===== src/rtl/hc_pkg.sv =====
// ----------------------------------------------------------------------------
// hc_pkg
// Shared types, constants and mod 26 helpers for the 2x2 hill cipher.
// ----------------------------------------------------------------------------
package hc_pkg;

  localparam int LETTER_W   = 5;
  localparam int CFG_ADDR_W = 3;

  localparam logic [LETTER_W-1:0] MOD_LETTERS = 5'd26;
  localparam logic [LETTER_W-1:0] PAD_LETTER  = 5'd23;

  // configuration register indexes
  typedef enum logic [CFG_ADDR_W-1:0] {
    REG_KEY_A = 3'd0,
    REG_KEY_B = 3'd1,
    REG_KEY_C = 3'd2,
    REG_KEY_D = 3'd3,
    REG_MODE  = 3'd4
  } cfg_reg_e;

  // active cipher matrix as seen by the pair multiplier
  typedef struct packed {
    logic [LETTER_W-1:0] m00;
    logic [LETTER_W-1:0] m01;
    logic [LETTER_W-1:0] m10;
    logic [LETTER_W-1:0] m11;
    logic                key_error;
  } key_mat_t;

  // 0..31 folded into 0..25
  function automatic logic [LETTER_W-1:0] red26(input logic [LETTER_W-1:0] x);
    logic [LETTER_W-1:0] r;
    r = (x >= MOD_LETTERS) ? x - MOD_LETTERS : x;
    return r;
  endfunction

  // 0..2047 mod 26 by folding: 64 = 12 and 32 = 6 (mod 26), then a few subtracts
  function automatic logic [LETTER_W-1:0] mod26(input logic [10:0] x);
    logic [8:0] y;
    logic [6:0] z;
    y = 9'({x[10:6], 3'b000}) + 9'({x[10:6], 2'b00}) + 9'(x[5:0]);
    z = 7'({y[8:5], 2'b00}) + 7'({y[8:5], 1'b0}) + 7'(y[4:0]);
    if (z >= 7'd104) begin
      z = z - 7'd104;
    end else if (z >= 7'd78) begin
      z = z - 7'd78;
    end else if (z >= 7'd52) begin
      z = z - 7'd52;
    end else if (z >= 7'd26) begin
      z = z - 7'd26;
    end
    return z[LETTER_W-1:0];
  endfunction

  // multiplicative inverse mod 26, zero when none exists
  function automatic logic [LETTER_W-1:0] inv26(input logic [LETTER_W-1:0] x);
    logic [LETTER_W-1:0] r;
    case (x)
      5'd1:    r = 5'd1;
      5'd3:    r = 5'd9;
      5'd5:    r = 5'd21;
      5'd7:    r = 5'd15;
      5'd9:    r = 5'd3;
      5'd11:   r = 5'd19;
      5'd15:   r = 5'd7;
      5'd17:   r = 5'd23;
      5'd19:   r = 5'd11;
      5'd21:   r = 5'd5;
      5'd23:   r = 5'd17;
      5'd25:   r = 5'd25;
      default: r = 5'd0;
    endcase
    return r;
  endfunction

endpackage


===== src/rtl/hc_key_unit.sv =====
// ----------------------------------------------------------------------------
// hc_key_unit
// Key and mode registers plus a two-stage pipeline that derives the active
// matrix (key or inverse key) and the key error flag.
// ----------------------------------------------------------------------------
module hc_key_unit import hc_pkg::*; (
  input  logic                  clk,
  input  logic                  rst,
  input  logic                  cfg_we,
  input  logic [CFG_ADDR_W-1:0] cfg_addr,
  input  logic [LETTER_W-1:0]   cfg_wdata,
  output key_mat_t              mat,
  output logic                  settle
);

  logic [LETTER_W-1:0] key_a, key_b, key_c, key_d;
  logic                mode;

  always_ff @(posedge clk) begin
    if (rst) begin
      key_a <= 5'd1;
      key_b <= 5'd0;
      key_c <= 5'd0;
      key_d <= 5'd1;
      mode  <= 1'b0;
    end else if (cfg_we) begin
      unique case (cfg_addr)
        REG_KEY_A: key_a <= cfg_wdata;
        REG_KEY_B: key_b <= cfg_wdata;
        REG_KEY_C: key_c <= cfg_wdata;
        REG_KEY_D: key_d <= cfg_wdata;
        REG_MODE:  mode  <= cfg_wdata[0];
        default: ;
      endcase
    end
  end

  // input hold-off flag: set in reset and after any write while the matrix pipeline refills
  always_ff @(posedge clk) begin
    if (rst) begin
      settle <= 1'b1;
    end else begin
      settle <= cfg_we;
    end
  end

  // stage 1: reduced key, determinant and its inverse
  logic [LETTER_W-1:0] ra, rb, rc, rd, ad, bc, det, inv_next;
  logic [5:0]          det_raw;
  logic [LETTER_W-1:0] s1_a, s1_b, s1_c, s1_d, s1_inv;
  logic                s1_mode;

  always_comb begin
    ra       = red26(key_a);
    rb       = red26(key_b);
    rc       = red26(key_c);
    rd       = red26(key_d);
    ad       = mod26(11'(10'(ra) * 10'(rd)));
    bc       = mod26(11'(10'(rb) * 10'(rc)));
    det_raw  = 6'(ad) + 6'(MOD_LETTERS) - 6'(bc);
    det      = (det_raw >= 6'(MOD_LETTERS)) ? 5'(det_raw - 6'(MOD_LETTERS))
                                            : det_raw[LETTER_W-1:0];
    inv_next = inv26(det);
  end

  always_ff @(posedge clk) begin
    s1_a    <= ra;
    s1_b    <= rb;
    s1_c    <= rc;
    s1_d    <= rd;
    s1_inv  <= inv_next;
    s1_mode <= mode;
  end

  // stage 2: select key or inverse key
  key_mat_t mat_next;

  always_comb begin
    mat_next = '0;
    if (s1_inv == '0) begin
      mat_next.key_error = 1'b1;
    end else if (s1_mode) begin
      mat_next.m00 = mod26(11'(10'(s1_d) * 10'(s1_inv)));
      mat_next.m01 = mod26(11'(10'(MOD_LETTERS - s1_b) * 10'(s1_inv)));
      mat_next.m10 = mod26(11'(10'(MOD_LETTERS - s1_c) * 10'(s1_inv)));
      mat_next.m11 = mod26(11'(10'(s1_a) * 10'(s1_inv)));
    end else begin
      mat_next.m00 = s1_a;
      mat_next.m01 = s1_b;
      mat_next.m10 = s1_c;
      mat_next.m11 = s1_d;
    end
  end

  always_ff @(posedge clk) begin
    mat <= mat_next;
  end

endmodule


===== src/rtl/hc_pair_mult.sv =====
// ----------------------------------------------------------------------------
// hc_pair_mult
// Multiplies one letter pair by the active 2x2 matrix mod 26.
// ----------------------------------------------------------------------------
module hc_pair_mult import hc_pkg::*; (
  input  key_mat_t            mat,
  input  logic [LETTER_W-1:0] p0,
  input  logic [LETTER_W-1:0] p1,
  output logic [LETTER_W-1:0] r0,
  output logic [LETTER_W-1:0] r1
);

  logic [LETTER_W-1:0] q0, q1;
  logic [10:0]         sum0, sum1;

  always_comb begin
    q0   = red26(p0);
    q1   = red26(p1);
    sum0 = 11'(10'(mat.m00) * 10'(q0)) + 11'(10'(mat.m01) * 10'(q1));
    sum1 = 11'(10'(mat.m10) * 10'(q0)) + 11'(10'(mat.m11) * 10'(q1));
    r0   = mod26(sum0);
    r1   = mod26(sum1);
  end

endmodule


===== src/rtl/hill_cipher_2x2_mod26.sv =====
// ----------------------------------------------------------------------------
// hill_cipher_2x2_mod26
// 2x2 hill cipher over letters 0..25: pairs letters, multiplies each pair by
// the key (encrypt) or its inverse mod 26 (decrypt), emits two letters.
// ----------------------------------------------------------------------------
//
//  channel   direction  tdata           tlast        tuser
//  s_axis    in         letter [4:0]    last         -
//  m_axis    out        letter_out[4:0] message_end  {key_error, pair_last}
//  cfg       in         write only: cfg_we, cfg_addr (register index), cfg_wdata
//
//  one letter request is taken per cycle unless the input is held off; a pair
//  leaves as two results, first letter then second, so the output beat rate
//  sets the peak rate; a completed pair is registered in the pair register,
//  multiplied combinationally from it and moved into the output buffer, which
//  offers its first letter; rst is synchronous; after reset or any config
//  write the input is held off while the two-stage matrix pipeline refills
//  a stalled output keeps one pair waiting in the pair register, then the
//  input stalls as well
//
module hill_cipher_2x2_mod26 import hc_pkg::*; (
  input  logic                  clk,
  input  logic                  rst,
  // input letters
  input  logic                  s_axis_tvalid,
  output logic                  s_axis_tready,
  input  logic [7:0]            s_axis_tdata,   // [4:0] letter, [7:5] zero
  input  logic                  s_axis_tlast,   // last
  // output letters
  output logic                  m_axis_tvalid,
  input  logic                  m_axis_tready,
  output logic [7:0]            m_axis_tdata,   // [4:0] letter_out, [7:5] zero
  output logic                  m_axis_tlast,   // message_end
  output logic [1:0]            m_axis_tuser,   // [0] pair_last, [1] key_error
  // configuration writes
  input  logic                  cfg_we,
  input  logic [CFG_ADDR_W-1:0] cfg_addr,
  input  logic [LETTER_W-1:0]   cfg_wdata
);

  // key pipeline
  key_mat_t mat;
  logic     settle;

  hc_key_unit u_key (
    .clk       (clk),
    .rst       (rst),
    .cfg_we    (cfg_we),
    .cfg_addr  (cfg_addr),
    .cfg_wdata (cfg_wdata),
    .mat       (mat),
    .settle    (settle)
  );

  // pairing state
  logic [LETTER_W-1:0] held_letter;
  logic                have_held;

  // completed pair register
  logic                pv;
  logic [LETTER_W-1:0] p0, p1;
  logic                pend;

  // output buffer: one computed pair, beat selects which letter is shown
  logic                ov;
  logic                obeat;
  logic [LETTER_W-1:0] o0, o1;
  logic                oend;
  logic                oerr;

  logic                out_free, pair_move, acc, forms_pair;
  logic [LETTER_W-1:0] in_letter;
  logic [LETTER_W-1:0] r0, r1;

  assign in_letter  = s_axis_tdata[LETTER_W-1:0];

  // output buffer frees when its second letter goes out
  assign out_free   = !ov || (obeat && m_axis_tready);
  assign pair_move  = pv && out_free;
  assign s_axis_tready = !rst && !settle && (!pv || out_free);
  assign acc        = s_axis_tvalid && s_axis_tready;
  // second letter of a pair, or a lone last letter padded with X
  assign forms_pair = acc && (have_held || s_axis_tlast);

  always_ff @(posedge clk) begin
    if (rst) begin
      have_held <= 1'b0;
    end else if (acc) begin
      have_held <= !have_held && !s_axis_tlast;
    end
  end

  always_ff @(posedge clk) begin
    if (acc && !have_held) begin
      held_letter <= in_letter;
    end
  end

  always_ff @(posedge clk) begin
    if (rst) begin
      pv <= 1'b0;
    end else if (forms_pair) begin
      pv <= 1'b1;
    end else if (pair_move) begin
      pv <= 1'b0;
    end
  end

  always_ff @(posedge clk) begin
    if (forms_pair) begin
      p0   <= have_held ? held_letter : in_letter;
      p1   <= have_held ? in_letter : PAD_LETTER;
      pend <= s_axis_tlast;
    end
  end

  hc_pair_mult u_mult (
    .mat (mat),
    .p0  (p0),
    .p1  (p1),
    .r0  (r0),
    .r1  (r1)
  );

  always_ff @(posedge clk) begin
    if (rst) begin
      ov    <= 1'b0;
      obeat <= 1'b0;
    end else if (pair_move) begin
      ov    <= 1'b1;
      obeat <= 1'b0;
    end else if (ov && m_axis_tready) begin
      if (obeat) begin
        ov    <= 1'b0;
        obeat <= 1'b0;
      end else begin
        obeat <= 1'b1;
      end
    end
  end

  always_ff @(posedge clk) begin
    if (pair_move) begin
      o0   <= r0;
      o1   <= r1;
      oend <= pend;
      oerr <= mat.key_error;
    end
  end

  assign m_axis_tvalid = ov;
  assign m_axis_tdata  = {3'b000, obeat ? o1 : o0};
  assign m_axis_tlast  = obeat && oend;
  assign m_axis_tuser  = {oerr, obeat};

  // first letter of a pair is always followed by its second letter
  a_pair_order: assert property (@(posedge clk) disable iff (rst)
    (m_axis_tvalid && m_axis_tready && !m_axis_tuser[0])
      |=> (m_axis_tvalid && m_axis_tuser[0]))
    else $error("second letter of pair not presented after first");

  // no input request right after a key change
  a_cfg_settle: assert property (@(posedge clk) disable iff (rst)
    cfg_we |=> !s_axis_tready)
    else $error("input accepted while matrix pipeline refills");

  // an invalid key forces letter zero
  a_key_error_zero: assert property (@(posedge clk) disable iff (rst)
    (m_axis_tvalid && m_axis_tuser[1]) |-> (m_axis_tdata[LETTER_W-1:0] == '0))
    else $error("key error with nonzero letter");

  // completing a pair releases the held letter and fills the pair register
  a_pair_release: assert property (@(posedge clk) disable iff (rst)
    (acc && have_held) |=> (!have_held && pv))
    else $error("pair completion did not release held letter");

endmodule


===== config.mk =====
export PLATFORM = sky130hd
export DESIGN_NAME = hill_cipher_2x2_mod26
export DESIGN_NICKNAME = d
export VERILOG_FILES = /design/src/rtl/hc_pkg.sv /design/src/rtl/hc_key_unit.sv /design/src/rtl/hc_pair_mult.sv /design/src/rtl/hill_cipher_2x2_mod26.sv
export SDC_FILE = /design/constraint.sdc
export NUM_CORES = 1
export LEC_CHECK = 0
export BUFFER_PORTS_ARGS = -buffer_cell sky130_fd_sc_hd__buf_2
export CORE_MARGIN = 8
export CORE_UTILIZATION = 65
export CTS_CLUSTER_DIAMETER = 30
export DETAILED_ROUTE_END_ITERATION = 10
export GPL_TIMING_DRIVEN = 1
export PLACE_DENSITY_LB_ADDON = 0.08
export SYNTH_ARGS = -nofsm -noshare
export SYNTH_HDL_FRONTEND = slang
export SYNTH_SLANG_ARGS = --single-unit

===== constraint.sdc =====
create_clock -name clk -period 13 [get_ports clk]
set_input_delay 1.3 -clock clk [delete_from_list [all_inputs] [get_ports clk]]
set_output_delay 1.3 -clock clk [all_outputs]
set_load 0.01 [all_outputs]

# After elaboration in Yosys (flattened, before gate mapping)
# Memory sizes are Yosys's and may differ from the RTL's. A register that Yosys moved wholly into a read port is not among the register bits.
# Index checks and enable logic that the tools add are counted.
[op_classes]
bitwise_logic = 0
n_eq_ne = 4
add_sub_neg = 77
order_cmp = 39
n_mul = 10
shift = 0
n_mux = 49
n_reduce_logical = 31
div_mod_pow = 0
[ops]
columns = ["operator", "count"]
rows = [
  ["5-bit two-way mux", 41],
  ["5-bit subtractor, second input constant", 23],
  ["7-bit >= comparator, second input constant", 16],
  ["5-bit by 5-bit multiplier with 10-bit output", 8],
  ["5-bit by 4-bit subtractor with 5-bit output, second input constant", 16],
  ["9-bit by 6-bit adder with 9-bit output", 8],
  ["6-bit by 5-bit adder with 7-bit output", 8],
  ["7-bit by 5-bit adder with 7-bit output", 8],
  ["7-bit by 5-bit >= comparator with 1-bit output, second input constant", 8],
  ["7-bit by 6-bit >= comparator with 1-bit output, second input constant", 8],
  ["8-bit by 7-bit adder with 9-bit output", 4],
  ["7-bit by 6-bit adder with 8-bit output", 4],
  ["5-bit >= comparator, second input constant", 6],
  ["10-bit by 10-bit adder with 11-bit output", 2],
  ["10-bit by 5-bit multiplier with 11-bit output", 2],
  ["20-bit two-way mux", 1],
  ["2-bit AND reduction", 6],
  ["5-bit by 5-bit subtractor with 6-bit output, first input constant", 2],
  ["1-bit logical AND", 10],
  ["1-bit two-way mux", 7],
  ["5-bit by 5-bit adder with 6-bit output, second input constant", 1],
  ["3-bit by 2-bit equality test with 1-bit output, second input constant", 2],
  ["6-bit by 5-bit >= comparator with 1-bit output, second input constant", 1],
  ["1-bit logical NOT", 6],
  ["other kinds (8)", 12],
]
[word_totals]
word_cells = 239
latchBits = 0
output_inout_bits = 13
input_bits = 22
memories = 1
reg_bits = 96
ramBits = 0
romBits = 160
[memory_table]
columns = ["name", "depth", "width", "read_ports", "rd_clocked_by_memory_dff", "write_ports", "line", "source"]
rows = [
  ["(name not given)", 32, 5, 1, 1, 0, "hc_pkg.sv:59", "case (x)"],
]

# Logic depth before layout (Yosys ltp)
[logic_depth]
depth_word = 16
mapped_depth = 49

# By module
# From an unflattened synthesis, not the netlist that was laid out.
[unflattened]
hier_cells = 2314
hier_area_um2 = 20128.1
[by_module_without_submodules]
columns = ["module", "seq_area_each_um2", "n_inst", "cells_per_inst", "area_each_um2"]
rows = [
  ["hc_key_unit", 1381.3, 1, 1601, 13427.9],
  ["hc_pair_mult", 0.0, 1, 637, 5447.7],
  ["hill_cipher_2x2_mod26", 920.9, 1, 76, 1252.5],
]

# Least setup slack after synthesis
# Ideal clock, no wire load.
[synth_path]
kind = "flip-flop to flip-flop"
start = "register u_key.key_b[1]"
end = "register u_key.s1_inv[3]"
stages_incl_launch_ff = 42
period_less_slack_ns = 10.621
arrival_ns = 10.562
setup_slack_ns = 2.379
cell_sequence = "dfxtp_1 -> inv_1 -> ha_1 -> inv_1 -> a21oi_1 -> o31ai_1 -> nand2_1 -> fa_1 -> fa_1 -> fa_1 -> inv_1 -> ha_1 -> a21o_1 -> a21oi_1 -> or4b_1 -> o2111ai_1 -> inv_1 -> fa_1 -> [... 6 more ...] -> ha_1 -> fa_1 -> xor2_1 -> inv_2 -> ha_1 -> o21ai_1 -> nor3b_1 -> nor4_1 -> a211o_1 -> ha_1 -> fa_1 -> a21o_1 -> a211oi_2 -> or2_1 -> a21oi_1 -> or2_1 -> a2111oi_0 -> a31o_1"
[synth_between]
elab_chain_len = 15
elab_cells_between_ends = 24
[synth_lines]
columns = ["element", "line", "source"]
rows = [
  ["start, declared", "hc_key_unit.sv:16", "logic [LETTER_W-1:0] key_a, key_b, key_c, key_d;"],
  ["start signal, assigned", "hc_key_unit.sv:29", "REG_KEY_B: key_b <= cfg_wdata;"],
  ["5-bit subtractor or 5-bit >= comparator (tied branches)", "hc_pkg.sv:34", "r = (x >= MOD_LETTERS) ? x - MOD_LETTERS : x;"],
  ["5-bit two-way mux *", "hc_pkg.sv:34", ""],
  ["net u_key.rb[2]", "hc_key_unit.sv:48", "logic [LETTER_W-1:0] ra, rb, rc, rd, ad, bc, det, inv_next;"],
  ["5-bit by 5-bit multiplier with 10-bit output *", "hc_key_unit.sv:59", "bc = mod26(11'(10'(rb) * 10'(rc)));"],
  ["7-bit by 6-bit adder with 8-bit output", "hc_pkg.sv:42", "y = 9'({x[10:6], 3'b000}) + 9'({x[10:6], 2'b00}) + 9'(x[5:0]);"],
  ["9-bit by 6-bit adder with 9-bit output *", "hc_pkg.sv:42", ""],
  ["6-bit by 5-bit adder with 7-bit output", "hc_pkg.sv:43", "z = 7'({y[8:5], 2'b00}) + 7'({y[8:5], 1'b0}) + 7'(y[4:0]);"],
  ["7-bit by 5-bit adder with 7-bit output *", "hc_pkg.sv:43", ""],
  ["7-bit by 5-bit >= comparator with 1-bit output or 5-bit subtractor (tied branches)", "hc_pkg.sv:50, hc_pkg.sv:51", ""],
  ["5-bit two-way mux", "hc_pkg.sv:50", "end else if (z >= 7'd26) begin"],
  ["5-bit two-way mux", "hc_pkg.sv:48", "end else if (z >= 7'd52) begin"],
  ["5-bit two-way mux", "hc_pkg.sv:46", "end else if (z >= 7'd78) begin"],
  ["5-bit two-way mux *", "hc_pkg.sv:44", "if (z >= 7'd104) begin"],
  ["6-bit by 5-bit subtractor with 6-bit output *", "hc_key_unit.sv:60", "det_raw = 6'(ad) + 6'(MOD_LETTERS) - 6'(bc);"],
  ["5-bit subtractor or 6-bit by 5-bit >= comparator with 1-bit output (tied branches)", "hc_key_unit.sv:61", "det = (det_raw >= 6'(MOD_LETTERS)) ? 5'(det_raw - 6'(MOD_LETTERS))"],
  ["5-bit two-way mux *", "hc_key_unit.sv:61", ""],
  ["end, declared", "hc_key_unit.sv:50", "logic [LETTER_W-1:0] s1_a, s1_b, s1_c, s1_d, s1_inv;"],
]
# Mark *: on every way through the listed nets, which the timed path passes. The rest lies on a longest branch.
# A chain may end at the register's enable or synchronous reset.

# Final worst setup path
[layout_path]
start = "register u_key.key_c[1]"
end = "register u_key.s1_inv[3]"
[layout_between]
elab_chain_len = 15
elab_cells_between_ends = 24
[layout_lines]
columns = ["element", "line", "source"]
rows = [
  ["start, declared", "hc_key_unit.sv:16", ""],
  ["start signal, assigned", "hc_key_unit.sv:30", "REG_KEY_C: key_c <= cfg_wdata;"],
  ["5-bit subtractor or 5-bit >= comparator (tied branches)", "hc_pkg.sv:34", ""],
  ["5-bit two-way mux *", "hc_pkg.sv:34", ""],
  ["net u_key.rc[2]", "hc_key_unit.sv:48", ""],
  ["5-bit by 5-bit multiplier with 10-bit output *", "hc_key_unit.sv:59", ""],
  ["7-bit by 6-bit adder with 8-bit output", "hc_pkg.sv:42", ""],
  ["9-bit by 6-bit adder with 9-bit output *", "hc_pkg.sv:42", ""],
  ["6-bit by 5-bit adder with 7-bit output", "hc_pkg.sv:43", ""],
  ["7-bit by 5-bit adder with 7-bit output *", "hc_pkg.sv:43", ""],
  ["7-bit by 5-bit >= comparator with 1-bit output or 5-bit subtractor (tied branches)", "hc_pkg.sv:50, hc_pkg.sv:51", ""],
  ["5-bit two-way mux", "hc_pkg.sv:50", ""],
  ["5-bit two-way mux", "hc_pkg.sv:48", ""],
  ["5-bit two-way mux", "hc_pkg.sv:46", ""],
  ["5-bit two-way mux *", "hc_pkg.sv:44", ""],
  ["6-bit by 5-bit subtractor with 6-bit output *", "hc_key_unit.sv:60", ""],
  ["5-bit subtractor or 6-bit by 5-bit >= comparator with 1-bit output (tied branches)", "hc_key_unit.sv:61", ""],
  ["5-bit two-way mux *", "hc_key_unit.sv:61", ""],
]
# Marked as above.

==> flow_metrics.py <==
metrics = {
    "setup_path": {
        "slowest_delay_ns": 0.63,
        "critical_path.slowest_cell": "sky130_fd_sc_hd__o31ai_1",
        "start_kind": "register",
        "setup_crit_end_kind": "register",
        "worst_ep_arrival_time_ns": 12.29,
        "r2r_end": "u_key.s1_inv[3]$_DFF_P_",
        "ff2ff_setup_slack_ns": 1.01,
        "timing.critical_path.fanout_max": 9,
        "worst_r2r_startpoint": "u_key.key_c[1]$_SDFFE_PP0P_",
        "critPathLaunch": "u_key.key_c[1]$_SDFFE_PP0P_",
        "worst-setup-path-type": "register to register",
        "crit_top_cell": "sky130_fd_sc_hd__inv_1",
        "data_required_time_at_the_worst_endpoint_ns": 13.30,
        "reg2reg_depth": 45,
    },
    "layout": {
        "final_layout_size_suffix_gt1_frac": 0.04184,
        "final_net_count": 2945,
        "area_growth_pct": 4.366,
    },
    "logic_synthesis": {
        "number_of_flops_mapped_to_enable_cells_by_yosys": 28,
        "part_of_the_yosys_area_used_for_sequential_elements": 0.1139,
        "yosys_reg_bits": 101,
        "yosysWarnings": 0,
        "post_synth_most_frequent_cells": "sky130_fd_sc_hd__inv_1, sky130_fd_sc_hd__ha_1, sky130_fd_sc_hd__fa_1",
        "synth_area_leaders": "sky130_fd_sc_hd__ha_1, sky130_fd_sc_hd__fa_1, sky130_fd_sc_hd__dfxtp_1, sky130_fd_sc_hd__inv_1, sky130_fd_sc_hd__and2_1",
        "synth_cells": 2340,
        "asyncSetResetFlopFracSynth": 0,
        "mappedNetlistArea_um2": 20200,
        "post-synth-top-area-fraction": 0.2273,
        "post_synth_num_cell_types": 88,
        "postSynthAreaPerCell_um2": 8.634,
        "yosys_most_used_dff": "sky130_fd_sc_hd__dfxtp_1",
        "library_cell_occupying_the_most_area_in_the_post_synthesis_netlist": "sky130_fd_sc_hd__ha_1",
        "leading_cell_type_by_number_of_instances_after_synthesis": "sky130_fd_sc_hd__inv_1",
    },
    "sta": {
        "final.period_utilization": 0.9226,
        "fmaxAchievable_mhz": 83.38,
        "timing_hold_violations_final": 0,
        "worst_slew_pin_slew_ns": 1.189,
        "slew_viol_final": 0,
        "finalClockSkew_ns": 0.01065,
        "max-slew-margin-rel": 0.2059,
        "timing.setup.tns_ns": 0,
        "grt_setup_unrepaired": "false",
        "setup_viol": 0,
        "setup_slack_ns": 1.007,
        "min_period_ns": 11.99,
    },
    "job": {
        "max_cap_viol_count": 0,
    },
    "drt": {
        "route.antenna.remaining_nets": 0,
        "wl_per_cell_um": 14.96,
        "routed-via-count": 15800,
        "detail_route.wirelength_mm": 41.34,
        "routed_via_density": 5.717,
        "initialDrtViolationCount": 875,
        "remaining_drc_errors": 0,
        "detailedRoute.firstPassIterationCount": 5,
    },
    "floorplan": {
        "initial_utilization": 0.6605,
        "num_rows": 64,
        "die_area_um2": 36980,
        "fp.dieH_um": 192.3,
        "fp.dieW_um": 192.3,
        "number_of_top_level_pins": 35,
        "design.core.area_um2": 30590,
    },
    "place": {
        "dp_slack_ns": 1.072,
        "numPortBuffers": 28,
        "place.gp.congestion": 0.9047,
        "detailedPlacementHpwl_mm": 35.19,
    },
    "clocking": {
        "cts_root_buffer": "sky130_fd_sc_hd__clkbuf_16",
        "clock_latency_ns": 0.35,
        "clk_pin_slew_ns": 0.08,
        "ctsHtreeMaxLevel": 3,
        "cts.repair.resized": 0,
        "postCtsSetupBuffers": 0,
        "cts_buffers": 9,
        "tritoncts": "yes",
        "cts_max_path_buffers": 2,
        "ctsHoldBuffers": 0,
        "cts.sink_count": 101,
    },
    "worst_hold_path": {
        "hold_start": "u_key.mode$_SDFFE_PP0P_",
        "worst_hold_path_depth": 0,
        "timing.hold.worst_endpoint": "u_key.s1_mode$_DFF_P_",
        "hp-class": "register to register",
    },
    "grt": {
        "grt_start_max_net_pins": 31,
        "groute.usage.overall": 0.2320,
        "grt_pass1_vias": 16230,
        "antenna_found_initial": 2,
        "globalRoute.totalOverflow": 0,
        "first_pass_grt_wire_length_mm": 72.99,
    },
    "outcome": {
        "run_status": "complete, no violations",
    },
}
## cells in the final DEF, fill, tap and decap left out, types with 9 or more instances in the layout
master,instances
sky130_fd_sc_hd__nor2b_1,38
sky130_fd_sc_hd__inv_1,389
sky130_fd_sc_hd__o21a_1,21
sky130_fd_sc_hd__a21oi_1,153
sky130_fd_sc_hd__nor2_1,107
sky130_fd_sc_hd__o21ai_0,76
sky130_fd_sc_hd__xor2_1,53
sky130_fd_sc_hd__edfxtp_1,28
sky130_fd_sc_hd__o31ai_1,16
sky130_fd_sc_hd__fa_1,195
sky130_fd_sc_hd__a21o_1,63
sky130_fd_sc_hd__xnor2_1,73
sky130_fd_sc_hd__clkbuf_16,9
sky130_fd_sc_hd__nand2b_1,18
sky130_fd_sc_hd__mux2i_1,22
sky130_fd_sc_hd__mux2_2,12
sky130_fd_sc_hd__dfxtp_1,73
sky130_fd_sc_hd__a21boi_1,9
sky130_fd_sc_hd__ha_1,367
sky130_fd_sc_hd__and2_1,137
sky130_fd_sc_hd__and3_1,15
sky130_fd_sc_hd__buf_2,28
sky130_fd_sc_hd__nor3_1,27
sky130_fd_sc_hd__nand2_1,178
sky130_fd_sc_hd__buf_4,11
sky130_fd_sc_hd__a211oi_1,9
sky130_fd_sc_hd__nand3_1,33
sky130_fd_sc_hd__o21bai_1,10
sky130_fd_sc_hd__a31oi_1,21
## state kept, by name, indices dropped and copies added, names as in the netlist, 5 cells and up
name          cells
u_key.s1_inv      5
u_key.mat        21
u_key.key_d       5
o1                5
o0                5
u_key.s1_b        5
u_key.key_b       5
u_key.key_a       5
u_key.s1_a        5
u_key.s1_d        5
u_key.key_c       5
p1                5
u_key.s1_c        5
held_letter       5
p0                5
## layout make-up
| class | count | area (µm²) |
|---|---|---|
| Fill cell | 2543 | 9503 |
| Antenna cell | 2 | 5.005 |
| Timing Repair Buffer | 39 | 222.7 |
| Clock inverter | 7 | 56.30 |
| Tap cell | 396 | 495.5 |
| Multi-Input combinational cell | 1813 | 16290 |
| Inverter | 397 | 1490 |
| Sequential cell | 101 | 2302 |
| Clock buffer | 9 | 225.2 |
## critical path: cells and delay by family, from the launching register on
family,cells,cell delay [ns]
adders and majority gates,12,4.64
AOI/OAI and AO/OA,17,4.22
and+or+nand+nor,7,1.37
xor gates and xnor gates,2,0.72
buffers and inverters,7,0.57
DFF,1,0.36
## cell families (layout without fill, tap and decap cells)
logic type	Yosys count	count (layout)	synth area share
AOI/OAI and AO/OA	475	475	0.1540
adders and majority gates	562	562	0.4205
and+or+nand+nor	606	606	0.1519
xor gates and xnor gates	132	132	0.06094
muxes	35	35	0.01814
DFF	101	101	0.1139
buffers and inverters	428	452	0.08044
other	1	5	0.0001856
## per-stage QoR
| stage | hold WS, ns | util | instances | cell area [µm²] |
|---|---|---|---|---|
| 2_1_floorplan | 0.3305 | - | 2342 | 20210 |
| 3_3_place_gp | 0.3378 | 0.6798 | 2746 | 20790 |
| 3_5_place_dp | 0.3471 | 0.6798 | 2746 | 20790 |
| 4_1_cts | 0.3609 | 0.6890 | 2762 | 21080 |
| 5_1_grt | 0.3723 | 0.6892 | 2762 | 21080 |
| 6_report | 0.3662 | 0.6893 | 2764 | 21090 |
## how the worst max path moves through the flow
stage | endpoint | cells past startpoint
finish | u_key.s1_inv[3]$_DFF_P_ | 45
global placement | u_key.s1_inv[3]$_DFF_P_ | 45
detailed placement | u_key.s1_inv[3]$_DFF_P_ | 45
CTS | u_key.s1_inv[3]$_DFF_P_ | 45
global route | u_key.s1_inv[3]$_DFF_P_ | 45
floorplan | u_key.s1_inv[3]$_DFF_P_ | 41
## layer usage
layer  vias to the layer above  wire, µm  track usage
met5                         -         0            0
met4                         0       866      0.06022
met3                        57      1157      0.01717
met2                       254     20810       0.4280
met1                      7634     18510       0.2881
li1                       7857         -            -
Power is left out: the tool's default activity adds up to more than one toggle a clock period on the data nets, which glitch-free logic cannot reach.
